`src/sv/mfsc_pkg.sv`:
```
// Shared types, constants and checksum step for the frame sequence/CRC appender.
package mfsc_pkg;

  localparam int unsigned SEQ_POS_DEFAULT = 4;
  localparam int unsigned POS_W           = 9;
  localparam logic [POS_W-1:0] POS_MAX    = '1;

  localparam logic [15:0] CRC_INIT        = 16'hFFFF;
  localparam logic [7:0]  EXTRA_SEED_RST  = 8'd50;
  localparam logic        SEQ_ENABLE_RST  = 1'b1;

  localparam int unsigned CFG_IDX_W       = 1;
  localparam logic [CFG_IDX_W-1:0] REG_EXTRA_SEED = 1'd0;
  localparam logic [CFG_IDX_W-1:0] REG_SEQ_ENABLE = 1'd1;

  // Output queue: four beats, room for one full frame end plus one beat.
  localparam int unsigned Q_DEPTH = 4;
  localparam int unsigned Q_IDX_W = 2;
  localparam int unsigned Q_CNT_W = 3;

  typedef struct packed {
    logic [7:0] data;
    logic       last;
  } beat_t;

  // Beats caused by one input byte; beat 0 goes out first.
  typedef struct packed {
    beat_t [2:0] beats;
    logic  [1:0] count;
  } result_t;

  // One byte of CRC-16/MCRF4XX (reflected X.25 polynomial).
  function automatic logic [15:0] crc_fold(input logic [15:0] crc, input logic [7:0] b);
    logic [7:0] t;
    t = b ^ crc[7:0];
    t = t ^ {t[3:0], 4'b0000};
    return {8'h00, crc[15:8]} ^ {t, 8'h00} ^ {5'b00000, t, 3'b000} ^ {12'h000, t[7:4]};
  endfunction

endpackage

```
`src/sv/mfsc_core.sv`:
```
// Per-frame state: byte position, frame counter, running checksum; forms the beats.
module mfsc_core #(
  parameter int unsigned SEQ_BYTE_POSITION = mfsc_pkg::SEQ_POS_DEFAULT
) (
  input  logic                  clk,
  input  logic                  rst,
  input  logic                  accept,
  input  logic [7:0]            in_byte,
  input  logic                  in_last,
  input  logic [7:0]            extra_seed,
  input  logic                  seq_enable,
  output mfsc_pkg::result_t     res
);

  logic [mfsc_pkg::POS_W-1:0] pos, pos_next;
  logic [7:0]                 fcnt, fcnt_next;
  logic [15:0]                crc, crc_next;

  logic [7:0]  b;
  logic [15:0] crc_body;
  logic [15:0] crc_final;

  always_comb begin
    b = (seq_enable && pos == mfsc_pkg::POS_W'(SEQ_BYTE_POSITION)) ? fcnt : in_byte;
    // start byte stays out of the checksum
    crc_body  = (pos != '0) ? mfsc_pkg::crc_fold(crc, b) : crc;
    crc_final = mfsc_pkg::crc_fold(crc_body, extra_seed);

    res.beats[0] = '{data: b,               last: 1'b0};
    res.beats[1] = '{data: crc_final[7:0],  last: 1'b0};
    res.beats[2] = '{data: crc_final[15:8], last: 1'b1};
    res.count    = in_last ? 2'd3 : 2'd1;

    pos_next  = pos;
    fcnt_next = fcnt;
    crc_next  = crc;
    if (accept) begin
      if (in_last) begin
        pos_next  = '0;
        fcnt_next = fcnt + 8'd1;
        crc_next  = mfsc_pkg::CRC_INIT;
      end else begin
        crc_next = crc_body;
        if (pos != mfsc_pkg::POS_MAX) pos_next = pos + 1'b1;
      end
    end
  end

  always_ff @(posedge clk) begin
    if (rst) begin
      pos  <= '0;
      fcnt <= '0;
      crc  <= mfsc_pkg::CRC_INIT;
    end else begin
      pos  <= pos_next;
      fcnt <= fcnt_next;
      crc  <= crc_next;
    end
  end

  a_frame_end_clears: assert property (@(posedge clk) disable iff (rst)
    accept && in_last |=> pos == '0 && crc == mfsc_pkg::CRC_INIT)
    else $error("frame end did not restart position and checksum");

  a_pos_advance: assert property (@(posedge clk) disable iff (rst)
    accept && !in_last && pos != mfsc_pkg::POS_MAX |=> pos == $past(pos) + 1'b1)
    else $error("byte position did not advance");

  a_fcnt_step: assert property (@(posedge clk) disable iff (rst)
    accept && in_last |=> fcnt == $past(fcnt) + 8'd1)
    else $error("frame counter did not step at frame end");

endmodule

```
`src/sv/mfsc_outq.sv`:
```
// Four-entry output beat queue; takes one or three beats per push, gives one per pop.
module mfsc_outq (
  input  logic                          clk,
  input  logic                          rst,
  input  logic                          push,
  input  mfsc_pkg::result_t             res,
  input  logic                          pop,
  output logic                          room,
  output logic                          head_valid,
  output mfsc_pkg::beat_t               head,
  output logic [mfsc_pkg::Q_CNT_W-1:0]  fill
);

  mfsc_pkg::beat_t mem [mfsc_pkg::Q_DEPTH];

  logic [mfsc_pkg::Q_IDX_W-1:0] wptr, wptr_next;
  logic [mfsc_pkg::Q_IDX_W-1:0] rptr, rptr_next;
  logic [mfsc_pkg::Q_CNT_W-1:0] cnt, cnt_next;
  logic [1:0]                   push_n;

  always_comb begin
    push_n    = push ? res.count : 2'd0;
    wptr_next = wptr + push_n;
    rptr_next = rptr + mfsc_pkg::Q_IDX_W'(pop);
    cnt_next  = cnt + mfsc_pkg::Q_CNT_W'(push_n) - mfsc_pkg::Q_CNT_W'(pop);
  end

  // room for a full frame end
  assign room       = cnt <= mfsc_pkg::Q_CNT_W'(1);
  assign head_valid = cnt != '0;
  assign head       = mem[rptr];
  assign fill       = cnt;

  always_ff @(posedge clk) begin
    for (int i = 0; i < mfsc_pkg::Q_DEPTH; i++) begin
      logic [mfsc_pkg::Q_IDX_W-1:0] off;
      off = mfsc_pkg::Q_IDX_W'(i) - wptr;
      if (push && off < push_n) mem[i] <= res.beats[off];
    end
  end

  always_ff @(posedge clk) begin
    if (rst) begin
      wptr <= '0;
      rptr <= '0;
      cnt  <= '0;
    end else begin
      wptr <= wptr_next;
      rptr <= rptr_next;
      cnt  <= cnt_next;
    end
  end

endmodule

```
`src/sv/mavlink2_frame_seq_crc_appender.sv`:
```
// Top level: frame sequence stamping and CRC-16/MCRF4XX appending on a byte stream.
// An accepted input beat is written into the output queue and leaves after the beats ahead of it.
// Throughput: one byte per cycle inside a frame while out_stall is low; the last
//   byte adds two checksum beats that stall the input (four-beat output queue).
// Reset (rst, synchronous): checksum 0xFFFF, position 0, frame counter 0,
//   extra_seed 50, seq_enable 1, output queue empty.
module mavlink2_frame_seq_crc_appender #(
  parameter int unsigned SEQ_BYTE_POSITION = mfsc_pkg::SEQ_POS_DEFAULT
) (
  input  logic                            clk,
  input  logic                            rst,
  // configuration writes
  input  logic                            cfg_we,
  input  logic [mfsc_pkg::CFG_IDX_W-1:0]  cfg_index,
  input  logic [7:0]                      cfg_data,
  // input byte channel
  input  logic                            in_valid,
  output logic                            in_stall,
  input  logic [7:0]                      in_byte,
  input  logic                            in_last,
  // output byte channel
  output logic                            out_valid,
  input  logic                            out_stall,
  output logic [7:0]                      out_byte,
  output logic                            out_last
);

  logic [7:0] extra_seed;
  logic       seq_enable;

  always_ff @(posedge clk) begin
    if (rst) begin
      extra_seed <= mfsc_pkg::EXTRA_SEED_RST;
      seq_enable <= mfsc_pkg::SEQ_ENABLE_RST;
    end else if (cfg_we) begin
      case (cfg_index)
        mfsc_pkg::REG_EXTRA_SEED: extra_seed <= cfg_data;
        mfsc_pkg::REG_SEQ_ENABLE: seq_enable <= cfg_data[0];
        default: ;
      endcase
    end
  end

  logic                          room;
  logic                          accept;
  logic                          pop;
  mfsc_pkg::result_t             res;
  mfsc_pkg::beat_t               head;
  logic [mfsc_pkg::Q_CNT_W-1:0]  fill;

  // stall comes from queue occupancy alone, so it is registered state
  assign in_stall = !room;
  assign accept   = in_valid && room;
  assign pop      = out_valid && !out_stall;

  mfsc_core #(
    .SEQ_BYTE_POSITION(SEQ_BYTE_POSITION)
  ) u_core (
    .clk        (clk),
    .rst        (rst),
    .accept     (accept),
    .in_byte    (in_byte),
    .in_last    (in_last),
    .extra_seed (extra_seed),
    .seq_enable (seq_enable),
    .res        (res)
  );

  mfsc_outq u_outq (
    .clk        (clk),
    .rst        (rst),
    .push       (accept),
    .res        (res),
    .pop        (pop),
    .room       (room),
    .head_valid (out_valid),
    .head       (head),
    .fill       (fill)
  );

  assign out_byte = head.data;
  assign out_last = head.last;

  // a frame end leaves at least two beats queued (three pushed, at most one popped)
  a_frame_end_fill: assert property (@(posedge clk) disable iff (rst)
    accept && in_last |=> fill >= mfsc_pkg::Q_CNT_W'(2))
    else $error("checksum beats missing from queue");

  // occupancy never exceeds queue depth
  a_fill_bound: assert property (@(posedge clk) disable iff (rst)
    fill <= mfsc_pkg::Q_CNT_W'(mfsc_pkg::Q_DEPTH))
    else $error("output queue overflow");

  // after an accepted beat the output is valid next cycle
  a_accept_visible: assert property (@(posedge clk) disable iff (rst)
    accept |=> out_valid)
    else $error("accepted beat not queued");

endmodule
```
`config.mk`:
```
export PLATFORM = sky130hd
export DESIGN_NAME = mavlink2_frame_seq_crc_appender
export DESIGN_NICKNAME = d
export VERILOG_FILES = /design/src/sv/mfsc_pkg.sv /design/src/sv/mfsc_core.sv /design/src/sv/mfsc_outq.sv /design/src/sv/mavlink2_frame_seq_crc_appender.sv
export SDC_FILE = /design/constraint.sdc
export NUM_CORES = 1
export LEC_CHECK = 0
export ABC_AREA = 1
export BUFFER_PORTS_ARGS = -buffer_cell sky130_fd_sc_hd__buf_2
export CORE_AREA = 3 3 118 120
export CTS_CLUSTER_DIAMETER = 200
export CTS_CLUSTER_SIZE = 8
export DETAILED_ROUTE_END_ITERATION = 10
export DIE_AREA = 0 0 121 123
export SLEW_MARGIN = 10
export SYNTH_ARGS = -nofsm -noshare
export SYNTH_HDL_FRONTEND = slang
export SYNTH_HIERARCHICAL = 1
export SYNTH_SLANG_ARGS = --single-unit
export TNS_END_PERCENT = 20
```
`constraint.sdc`:
```
create_clock -name clk -period 2.82 [get_ports clk]
set_input_delay 0.564 -clock clk [delete_from_list [all_inputs] [get_ports clk]]
set_output_delay 0.564 -clock clk [all_outputs]
set_load 0.01 [all_outputs]
```
==> impl_metrics.csv, run 1 <==
group,metric,value,unit
outcome,status,"complete, but fails checks",
sta,grt_setup_unrepaired,"true",
yosys,ys_ff_latch,85,
yosys,synth_enable_flop_cells,36,
place,worst_slack_at_placement,-121,ps
clock_network,cts-root-buf,"sky130_fd_sc_hd__clkbuf_16",
sta,finalSetupViolations,2,
sta,final_max_slew_viol_count,0,
global_routing,grt_remaining_overflow,0,
clock_network,tritoncts,"yes",
hold_path,worstHoldPathType,"in -> reg",
final_layout,drive_above_1_share,27.8,%
hold_path,hold_start,"cfg_data[4]",
die,dieWidth,121,um
sta,slew_headroom,51.4,%
outcome,failed_checks,"negative setup slack",
place,hpwl,10300,um
final_layout,finish.utilization,54.5,%
setup_path,timing.rr.start,"u_core/pos[1]",
die,starting_density_of_the_core,43.0,%
yosys,postSynth.asyncResetShare,0,%
detailed_routing,dr.first_iter.drc_count,367,
setup_path,launch_point_of_the_critical_path,"u_core/pos[1]",
yosys,yosys.cell_types.count,39,
yosys,synth_area,0.00562,mm2
detailed_routing,residual_drc_count,0,
setup_path,critical_path.max_fanout,7,
final_layout,diodes_inserted,0,
clock_network,cts_max_path_buffers,2,
global_routing,grt_first_pass_wirelength,23100,um
clock_network,clock_latency_at_the_later_pin_of_the_worst_skew_pair,350,ps
setup_path,endpoint,"u_outq/mem[3][2]",
final_layout,finish.instance_area,0.00713,mm2
detailed_routing,detail_route.first_pass.iterations,5,
global_routing,gr-usage-all-layers,19.5,%
setup_path,critical_path_required,2920,ps
global_routing,antenna_violations_before_repair,0,
sta,final_min_period_over_clock_period,101,%
setup_path,ff2ff_path_depth,22,
power_and_ir_drop,power.density,825,mW/mm2
place,place.gp.congestion,0.845,
yosys,yosys_warnings,6,
setup_path,worst_reg2reg_path_endpoint,"u_outq/mem[3][2]",
global_routing,grt_max_degree,55,
power_and_ir_drop,pleak,3.32,nW
detailed_routing,routed-via-count,5391,
setup_path,rrSetupSlack,-20,ps
setup_path,timing.setup.critical_path_class,"reg -> reg",
detailed_routing,ant_nets,0,
place,placedInstanceArea,0.00616,mm2
final_layout,num-fill-cells,1247,
clock_network,cts_inserted_buffers,9,
setup_path,crit_path_end_kind,"flip-flop",
yosys,synthesis.area_per_instance,6.72,um2
die,fp.coreArea,0.0131,mm2
final_layout,design.final.nets,951,
die,boundaryPins,34,
clock_network,number_of_clock_sinks,85,
hold_path,min_path_cells,3,
detailed_routing,vias_per_inst,4.91,
sta,fmax,353,MHz
yosys,postSynthCellCount,837,
die,placement_rows,42,
setup_path,worst_ep_arrival_time,2940,ps
sta,hold_viol_final,0,
die,design.die.area,0.0149,mm2
detailed_routing,wirelength,14500,um
setup_path,setup.worst_path.start_class,"flip-flop",
power_and_ir_drop,ir_drop,0.349,mV
clock_network,h-tree-depth,3,
sta,sum_of_negative_setup_slack,-20.1,ps
place,placement.io_buffers,33,
clock_network,clk_pin_slew,60,ps
yosys,synth_seq_area_share,36.7,%
detailed_routing,per_cell_routed_wire_length,13.2,um
sta,worst_slack,-15.5,ps
global_routing,vias_in_the_first_global_route,4709,
clock_network,ctsHoldBuffers,0,
sta,worstMarginPinSlew,729,ps
sta,min_period,2840,ps
die,chipHeight,123,um
final_layout,area_growth_syn_to_layout,26.7,%
yosys,synth-main-ff-cell,"sky130_fd_sc_hd__dfxtp_1",
flow_run,max-cap-violations,0,
sta,fin_worst_skew,4.77,ps
==> worst max-delay path, cell delays in order, from the launching register on <==
cell and delay (ps):
sky130_fd_sc_hd__dfxtp_2 320, sky130_fd_sc_hd__inv_2 80, sky130_fd_sc_hd__ha_4 140, sky130_fd_sc_hd__nand2_4 60
sky130_fd_sc_hd__nor2_4 130, sky130_fd_sc_hd__nand2_4 110, sky130_fd_sc_hd__buf_6 140, sky130_fd_sc_hd__o21ai_4 240
sky130_fd_sc_hd__inv_2 70, sky130_fd_sc_hd__nand2_2 70, sky130_fd_sc_hd__nand2_2 80, sky130_fd_sc_hd__nand2_2 70
sky130_fd_sc_hd__nand3_2 100, sky130_fd_sc_hd__nand2_2 110, sky130_fd_sc_hd__nand3_2 150, sky130_fd_sc_hd__nand2_4 130
sky130_fd_sc_hd__buf_4 110, sky130_fd_sc_hd__buf_4 100, sky130_fd_sc_hd__inv_1 30, sky130_fd_sc_hd__nand3_1 80
sky130_fd_sc_hd__nand2_2 100, sky130_fd_sc_hd__nand3_1 90, sky130_fd_sc_hd__o21ai_1 70
==> worst min path at each step <==
| stage | slack (ps) | to |
|---|---|---|
| 6_report | 450 | extra_seed[4] |
| 3_5_place_dp | 460 | u_core/fcnt[7] |
| 3_3_place_gp | 460 | u_core/fcnt[7] |
| 2_1_floorplan | 430 | seq_enable |
| 5_1_grt | 470 | extra_seed[4] |
| 4_1_cts | 450 | extra_seed[1] |
==> layout by cell type (no fill, tap or decap), drive strengths merged <==
cell type,count
edfxtp,36
o21ai,96
clkinv,6
nand4,2
a221oi,1
ha,8
conb,4
a211oi,1
nand2,266
dfxtp,49
o21a,1
inv,132
a21oi,39
clkinvlp,1
xor2,14
buf,96
nand3b,3
fa,3
o211ai,9
bufinv,1
nand3,91
clkbuf,10
xnor2,1
a21boi,1
nor2,43
or2,1
nor3,7
==> report_power, final <==
group,leakage (nW),switching (mW),total (mW),internal [mW]
Clock,0.144,0.513,1.22,0.708
Sequential,0.732,0.136,1.69,1.56
Combinational,2.44,1.86,2.97,1.11
==> layout make-up <==
cell class | count | area (um2) | area share, %
Inverter | 134 | 505 | 7.09
Clock inverter | 6 | 62.6 | 0.878
Tap cell | 176 | 220 | 3.09
Timing Repair Buffer | 96 | 673 | 9.44
Sequential cell | 85 | 2060 | 29.0
Multi-Input combinational cell | 591 | 3360 | 47.2
Clock buffer | 10 | 239 | 3.35
==> per-layer routing <==
metal | global-route usage (%) | routed length (um) | vias up
li1 | - | - | 2834
met5 | 0 | 0 | -
met1 | 25.8 | 6700 | 2419
met3 | 2.38 | 576 | 19
met4 | 7.86 | 275 | 0
met2 | 32.5 | 6940 | 119
==> per-stage QoR <==
stage | hold WS (ps) | instances | total power, mW
floorplan | 429 | 839 | 3.40
global placement | 464 | 1059 | 4.12
detailed placement | 462 | 1059 | 4.14
CTS | 448 | 1081 | 5.42
global route | 467 | 1098 | 6.33
finish | 454 | 1098 | 5.88
==> sequential cells by signal, summed over array words and instances, names as in the netlist <==
name and flops:
u_core/fcnt 8, u_core/crc 16, u_outq/fill 3, u_core/pos 9, extra_seed 8, u_outq/rptr 2, u_outq/wptr 2, seq_enable 1
u_outq/mem 36
==> cell families (layout without fill, tap and decap cells) <==
kind of cell | after synthesis | after routing | synth area share, %
AND/OR/NAND/NOR | 413 | 413 | 31.6
buffers and inverters | 163 | 246 | 12.1
AO/OA/AOI/OAI | 148 | 148 | 14.2
flip-flops | 85 | 85 | 36.7
XOR/XNOR | 15 | 15 | 2.47
adder cells (fa/ha/maj) | 11 | 11 | 2.85
other | 2 | 4 | 0.134
==> synth_stat cells, types with 2 or more instances <==
library cell               count  area share (%)
sky130_fd_sc_hd__nand3b_1      3            0.40
sky130_fd_sc_hd__nand4_1       2            0.22
sky130_fd_sc_hd__clkinv_1      2            0.13
sky130_fd_sc_hd__o21ai_2       4            0.62
sky130_fd_sc_hd__inv_1       126             8.4
sky130_fd_sc_hd__dfxtp_1      49              17
sky130_fd_sc_hd__conb_1        2            0.13
sky130_fd_sc_hd__o211ai_1      9             1.2
sky130_fd_sc_hd__nand3_1      88             7.8
sky130_fd_sc_hd__nand2_1     250              17
sky130_fd_sc_hd__nor3_1        7            0.62
sky130_fd_sc_hd__nand2_2      15             1.7
sky130_fd_sc_hd__edfxtp_1     36              19
sky130_fd_sc_hd__nor2_4        2            0.40
sky130_fd_sc_hd__fa_1          3             1.1
sky130_fd_sc_hd__nand3_2       3            0.53
sky130_fd_sc_hd__nor2_1       37             2.5
sky130_fd_sc_hd__clkbuf_1      7            0.47
sky130_fd_sc_hd__inv_2         5            0.33
sky130_fd_sc_hd__xor2_1       13             2.0
sky130_fd_sc_hd__buf_2         9            0.80
sky130_fd_sc_hd__buf_4        10             1.3
sky130_fd_sc_hd__nor2_2        4            0.44
sky130_fd_sc_hd__a21oi_1      39             3.5
sky130_fd_sc_hd__ha_1          8             1.8
sky130_fd_sc_hd__o21ai_0      76             6.8
sky130_fd_sc_hd__buf_6         2            0.40
sky130_fd_sc_hd__o21ai_1      15             1.3
==> repair_timing <==
| action | CTS | global route |
|---|---|---|
| buffers inserted | 6 | 17 |
| endpoints found under the setup margin | 28 | 32 |
| gates resized for setup | 23 | 134 |
| pin swaps | 9 | 48 |
No activity file was read; power rests on OpenSTA's default activity.
==> run 2: changes to the inputs <==
Settings changed: ABC_AREA 1 to unset, CORE_AREA 3 3 118 120 to 3 3 115 117, DIE_AREA 0 0 121 123 to 0 0 118 120.
==> run 2 against run 1 <==
The run still ends with negative setup slack left. Sequential share of layout area up 2.7 points. Hold slack better by 26 ps. Via count down 26%. Routed wire length down 17%. Count of clock-buffer cells in the layout up 1. Die area down 4.9%. Largest power group unchanged. Critical path type unchanged. Power down 19%. Global-route usage down 1.4 points. Critical endpoint is now u_outq/mem[3][5]. Final cell count down 27%.
==> impl_metrics.csv, run 2 <==
group,metric,value,unit
outcome,status,"complete, but fails checks",
outcome,failed_checks,"negative setup slack",
sta,worst_slack,-402,ps
yosys,post_synth_most_frequent_cells,"sky130_fd_sc_hd__nand2_1 (65), sky130_fd_sc_hd__dfxtp_1 (49), sky130_fd_sc_hd__nor2_1 (49), sky130_fd_sc_hd__a21oi_1 (38), sky130_fd_sc_hd__edfxtp_1 (36)",
yosys,synth_most_common_cell,"sky130_fd_sc_hd__nand2_1",
hold_path,worstHoldPathType,"in -> reg",
global_routing,grt_max_degree,67,
place,hpwl,9220,um
detailed_routing,per_cell_routed_wire_length,15.0,um
final_layout,flip_flop_count_of_the_largest_register_all_copies_and_words_added,36,
clock_network,h-tree-depth,3,
sta,worstMarginPinSlew,659,ps
sta,grt_setup_unrepaired,"true",
clock_network,number_of_clock_sinks,85,
final_layout,finish.utilization,52.4,%
final_layout,area_growth_syn_to_layout,22.6,%
place,placement.io_buffers,33,
setup_path,timing.setup.critical_path_class,"reg -> reg",
sta,slew_headroom,56.1,%
global_routing,grt_first_pass_wirelength,20100,um
global_routing,grt_remaining_overflow,0,
yosys,yosys.cell_types.count,54,
detailed_routing,vias_per_inst,4.95,
die,chipHeight,120,um
yosys,synthesis.area_per_instance,9.79,um2
hold_path,min_path_cells,2,
yosys,synth_area,0.00533,mm2
power_and_ir_drop,power.density,734,mW/mm2
yosys,synth_top_area_share,20.3,%
yosys,ys_ff_latch,85,
setup_path,critical_path_required,2880,ps
power_and_ir_drop,ir_drop,0.303,mV
final_layout,largestRegisters,"u_outq/mem: 36 flops, u_core/crc: 16 flops, u_core/pos: 9 flops",
global_routing,gr-usage-all-layers,18.1,%
place,place.gp.congestion,0.853,
clock_network,clock_latency_at_the_later_pin_of_the_worst_skew_pair,340,ps
yosys,synth-main-ff-cell,"sky130_fd_sc_hd__dfxtp_1",
final_layout,diodes_inserted,0,
detailed_routing,wirelength,12000,um
global_routing,vias_in_the_first_global_route,3993,
clock_network,cts-root-buf,"sky130_fd_sc_hd__clkbuf_16",
die,placement_rows,41,
power_and_ir_drop,pleak,2.59,nW
global_routing,antenna_violations_before_repair,0,
setup_path,crit_path_end_kind,"flip-flop",
setup_path,timing.rr.start,"u_core/pos[1]",
yosys,postSynth.asyncResetShare,0,%
sta,finalSetupViolations,32,
clock_network,tritoncts,"yes",
setup_path,worst_reg2reg_path_endpoint,"u_outq/mem[3][5]",
die,starting_density_of_the_core,42.7,%
final_layout,largest_register,"u_outq/mem",
detailed_routing,routed-via-count,3970,
clock_network,clk_pin_slew,60,ps
yosys,synth_seq_area_share,38.7,%
die,dieWidth,118,um
final_layout,final_common_cell,"sky130_fd_sc_hd__buf_4",
setup_path,worst_ep_arrival_time,3280,ps
detailed_routing,residual_drc_count,0,
sta,fin_worst_skew,7.77,ps
hold_path,hold_start,"cfg_data[0]",
sta,final_min_period_over_clock_period,114,%
yosys,post-synth-top-area-cell,"sky130_fd_sc_hd__edfxtp_1",
die,boundaryPins,34,
sta,fmax,310,MHz
final_layout,register_area,0.00207,mm2
sta,hold_viol_final,0,
setup_path,setup.worst_path.start_class,"flip-flop",
sta,final_max_slew_viol_count,0,
detailed_routing,dr.first_iter.drc_count,169,
yosys,synth_area_leaders,"sky130_fd_sc_hd__edfxtp_1 (20%), sky130_fd_sc_hd__dfxtp_1 (18%), sky130_fd_sc_hd__xnor2_1 (5.8%), sky130_fd_sc_hd__xor2_1 (4.9%), sky130_fd_sc_hd__nand2_1 (4.6%)",
final_layout,num-fill-cells,1115,
die,design.die.area,0.0142,mm2
yosys,postSynthCellCount,544,
yosys,yosys_warnings,6,
detailed_routing,detail_route.first_pass.iterations,5,
final_layout,design.final.nets,659,
flow_run,max-cap-violations,0,
clock_network,cts_inserted_buffers,9,
sta,min_period,3220,ps
hold_path,whs_endpoint,"seq_enable",
clock_network,cts_max_path_buffers,2,
die,fp.coreArea,0.0125,mm2
setup_path,rrSetupSlack,-400,ps
detailed_routing,ant_nets,0,
setup_path,critical_path.max_fanout,7,
final_layout,multi_input_gate_area_in_the_final_layout,0.00322,mm2
yosys,synth_enable_flop_cells,36,
setup_path,ff2ff_path_depth,12,
final_layout,drive_above_1_share,29.5,%
final_layout,layout_common_cells,"sky130_fd_sc_hd__buf_4 (69), sky130_fd_sc_hd__nand2_1 (62), sky130_fd_sc_hd__nor2_1 (49), sky130_fd_sc_hd__dfxtp_1 (46), sky130_fd_sc_hd__a21oi_1 (37)",
sta,sum_of_negative_setup_slack,-9000,ps
[run 2: what timing repair did]
action	in CTS	in global routing
buffers inserted	4	0
gates resized for setup	14	8
pin swaps	8	6
setup endpoints to repair	32	32
hold buffers	0	0
[run 2: worst max-delay path, cell delays in order, from the launching register on]
cell and delay (ps):
sky130_fd_sc_hd__dfxtp_2 320, sky130_fd_sc_hd__inv_2 60, sky130_fd_sc_hd__ha_4 130, sky130_fd_sc_hd__or4b_4 550
sky130_fd_sc_hd__o31ai_4 280, sky130_fd_sc_hd__a21oi_2 90, sky130_fd_sc_hd__or3b_1 360, sky130_fd_sc_hd__a21oi_2 180
sky130_fd_sc_hd__xnor2_2 150, sky130_fd_sc_hd__xor3_2 360, sky130_fd_sc_hd__mux2_4 300, sky130_fd_sc_hd__nand2_1 70
sky130_fd_sc_hd__o21ai_0 90
[run 2: stage by stage]
step           setup WS, ps  cells  instance area, um2  power, mW  hold slack [ps]
2_1_floorplan          -266    546                5440       3.04              454
3_3_place_gp           -345    782                6100       3.51              483
3_5_place_dp           -441    782                6100       3.57              492
4_1_cts                -402    802                6480       4.82              469
5_1_grt                -566    802                6530       5.12              477
6_report               -402    802                6530       4.79              481
[run 2: cells by family (layout without fill, tap and decap cells)]
group / Yosys count / after routing / synth area share, %
flip-flops: 85 / 85 / 38.7
buffers and inverters: 46 / 130 / 4.74
other: 2 / 4 / 0.141
AO/OA/AOI/OAI: 92 / 92 / 10.4
adder cells (fa/ha/maj): 11 / 11 / 3.01
multiplexers: 47 / 47 / 11.4
XOR/XNOR: 74 / 74 / 14.4
AND/OR/NAND/NOR: 187 / 187 / 17.1
[run 2: report_power, final]
part	leakage, nW	internal, mW	switching, mW
Clock	0.137	0.680	0.465
Combinational	1.73	0.993	1.06
Sequential	0.729	1.51	0.0892
[run 2: final cells by class]
cell class	instances	area share (%)
multi-input cells	415	49.3
flip-flops and latches	85	31.6
repair buffers	104	10.8
clock buffers	11	3.56
well taps	172	3.30
clock inverters	5	0.786
inverters	10	0.575
[run 2: layer usage]
metal,global-route usage [%],up-vias,part of all wire [%],wire [um]
li1,-,2053,-,-
met1,23.4,1861,47,5600
met2,30.8,45,49,5930
met3,2.64,11,2.6,316
met4,6.59,0,1.6,187
met5,0,-,0,0
[run 2: worst max path at each step]
stage	startpoint	end	slack, ps	cells after the start
final	u_core/pos[1]	u_outq/mem[3][5]	-400	12
after global routing	u_core/pos[0]	u_outq/mem[3][5]	-570	12
after CTS	u_core/pos[1]	u_outq/mem[3][5]	-400	12
after detailed placement	u_core/pos[1]	u_outq/mem[0][2]	-440	11
after global placement	u_core/pos[1]	u_outq/mem[0][3]	-350	13
after floorplan	u_core/pos[0]	u_outq/mem[0][1]	-270	13
==> run 3: changes to the inputs <==
Settings changed: CTS_BUF_LIST set to sky130_fd_sc_hd__clkbuf_4 sky130_fd_sc_hd__clkbuf_8, SETUP_SLACK_MARGIN set to 0.5.
==> run 3 against run 2 <==
The flow still finishes with violations (negative setup slack). Sequential cell count stayed put. Clock power is 32% lower. Power is 5.7% lower. Critical path depth stayed put. Largest cell class unchanged. Largest power group unchanged. Highest routed layer unchanged.
==> impl_metrics.csv, run 3 (synthesis results as in run 2) <==
group,metric,value,unit
outcome,status,"complete, but fails checks",
outcome,failed_checks,"negative setup slack",
die,boundaryPins,34,
setup_path,setup.worst_path.start_class,"flip-flop",
clock_network,cts_inserted_buffers,9,
detailed_routing,per_cell_routed_wire_length,15.2,um
sta,hold_viol_final,0,
power_and_ir_drop,ir_drop,0.274,mV
global_routing,grt_first_pass_wirelength,20500,um
die,design.die.area,0.0142,mm2
power_and_ir_drop,p_clk_share,17.2,%
sta,worst_slack,-371,ps
power_and_ir_drop,sequentialPowerShare,35.4,%
clock_network,clock_latency_at_the_later_pin_of_the_worst_skew_pair,380,ps
setup_path,critical_path.max_fanout,7,
power_and_ir_drop,power,4.52,mW
power_and_ir_drop,switching_share,36.1,%
power_and_ir_drop,switching_power,1.63,mW
global_routing,gr-usage-all-layers,18.4,%
sta,worstMarginPinSlew,628,ps
setup_path,rrSetupSlack,-370,ps
power_and_ir_drop,power.internal,2.89,mW
final_layout,flip_flop_count_of_the_largest_register_all_copies_and_words_added,36,
clock_network,h-tree-depth,3,
place,place.gp.congestion,0.903,
place,place_inst,781,
detailed_routing,ant_nets,0,
final_layout,finish.utilization,52.7,%
final_layout,area_growth_syn_to_layout,23.4,%
sta,finalSetupViolations,32,
detailed_routing,routed-via-count,4009,
die,chipHeight,120,um
setup_path,cpMaxStageDelayCell,"sky130_fd_sc_hd__or4b_4",
power_and_ir_drop,pleak,2.60,nW
final_layout,largest_register,"u_outq/mem",
die,fp.coreArea,0.0125,mm2
sta,fin_worst_skew,18.7,ps
final_layout,diodes_inserted,0,
die,starting_density_of_the_core,42.7,%
clock_network,cts_max_path_buffers,2,
sta,final_min_period_over_clock_period,113,%
power_and_ir_drop,comb_power_share,47.4,%
global_routing,vias_in_the_first_global_route,3931,
global_routing,grt_max_degree,67,
power_and_ir_drop,power.density,688,mW/mm2
flow_run,max-cap-violations,0,
detailed_routing,wirelength,12200,um
place,placement.io_buffers,33,
sta,grt_setup_unrepaired,"true",
clock_network,clk_pin_slew,90,ps
clock_network,number_of_clock_sinks,85,
place,hpwl,9040,um
setup_path,crit_family,"simple AND/OR/NAND/NOR gates",
final_layout,design.final.nets,662,
final_layout,final_common_cell,"sky130_fd_sc_hd__buf_4",
final_layout,largestRegisters,"u_outq/mem: 36 flops, u_core/crc: 16 flops, u_core/pos: 9 flops",
sta,slew_headroom,58.1,%
setup_path,crit_chain,"inv_2 -> ha_4 -> or4b_4 -> o31ai_4 -> a21oi_2 -> or3b_4 -> a21oi_4 -> xnor2_2 -> xor3_2 -> mux2_4 -> nand2_1 -> o21ai_0",
setup_path,maximum_single_stage_delay_on_the_critical_path,540,ps
detailed_routing,dr.first_iter.drc_count,239,
die,dieWidth,118,um
setup_path,critical_path_required,2940,ps
detailed_routing,residual_drc_count,0,
setup_path,crit_path_end_kind,"flip-flop",
sta,hold_slack,449,ps
final_layout,drive_above_1_share,32.1,%
sta,final_max_slew_viol_count,0,
detailed_routing,vias_per_inst,4.98,
die,placement_rows,41,
global_routing,antenna_violations_before_repair,0,
clock_network,tritoncts,"yes",
final_layout,layout_common_cells,"sky130_fd_sc_hd__buf_4 (69), sky130_fd_sc_hd__nand2_1 (61), sky130_fd_sc_hd__nor2_1 (47), sky130_fd_sc_hd__dfxtp_1 (46)",
global_routing,grt_remaining_overflow,0,
final_layout,post_layout_nonfiller_instances,805,
clock_network,cts-root-buf,"sky130_fd_sc_hd__clkbuf_8",
place,worst_slack_at_placement,-436,ps
setup_path,worst_ep_arrival_time,3310,ps
sta,fmax,313,MHz
sta,min_period,3190,ps
setup_path,timing.setup.critical_path_class,"reg -> reg",
detailed_routing,detail_route.first_pass.iterations,4,
hold_path,worstHoldPathType,"in -> reg",
setup_path,timing.critical_path.buf_inv,1,
-- run 3: cell count changes in the layout (fill, tap and decap cells not counted), moves of 4 or more --
cell and delta:
sky130_fd_sc_hd__clkbuf_16 -9, sky130_fd_sc_hd__clkbuf_8 +9, sky130_fd_sc_hd__o21ai_0 -5, sky130_fd_sc_hd__o21ai_1 +5, sky130_fd_sc_hd__xnor2_1 -5, sky130_fd_sc_hd__xnor2_2 +4
-- run 3: cell type report --
cell class | count | area (um2)
multi-input cells | 415 | 3350
repair buffers | 107 | 739
clock inverters | 5 | 27.5
well taps | 172 | 215
flip-flops and latches | 85 | 2070
fillers | 1125 | 5890
clock buffers | 11 | 139
inverters | 10 | 37.5
-- run 3: what timing repair did --
item	in CTS	in global routing
hold endpoints to repair	0	0
buffers inserted	5	3
gates cloned	0	0
gates resized for setup	23	26
setup endpoints to repair	45	47
pin swaps	9	6
hold buffers	0	0
-- run 3: worst paths after layout --
path | end | cells past startpoint | start
max reg2reg | u_outq/mem[3][5] | 12 | u_core/pos[1]
min reg2reg | extra_seed[0] | 2 | extra_seed[0]
max | u_outq/mem[3][5] | 12 | u_core/pos[1]
min | seq_enable | 2 | cfg_data[0]
-- run 3: per-stage QoR --
stage                     TNS, ps  area [um2]
after floorplan             -4480        5440
after global routing       -13780        6570
after detailed placement   -10240        6090
after CTS                   -8920        6430
after global placement      -8930        6090
final                       -9100        6570
-- run 3: power by group through the flow --
stage               Combinational (mW)  Clock, mW  Sequential [mW]
global route                      2.37      0.860             1.62
global placement                  1.91          0             1.62
finish                            2.14      0.776             1.60
detailed placement                1.94          0             1.63
CTS                               2.07      0.798             1.60
floorplan                         1.45          0             1.59
-- run 3: layer usage --
layer | GRT usage (%) | vias to the layer above | part of all wire [%] | wire (um)
li1 | - | 2052 | - | -
met2 | 29.7 | 84 | 47 | 5700
met3 | 2.78 | 19 | 3.6 | 439
met1 | 24.3 | 1854 | 47 | 5750
met4 | 8.86 | 0 | 2.7 | 326
met5 | 0 | - | 0 | 0
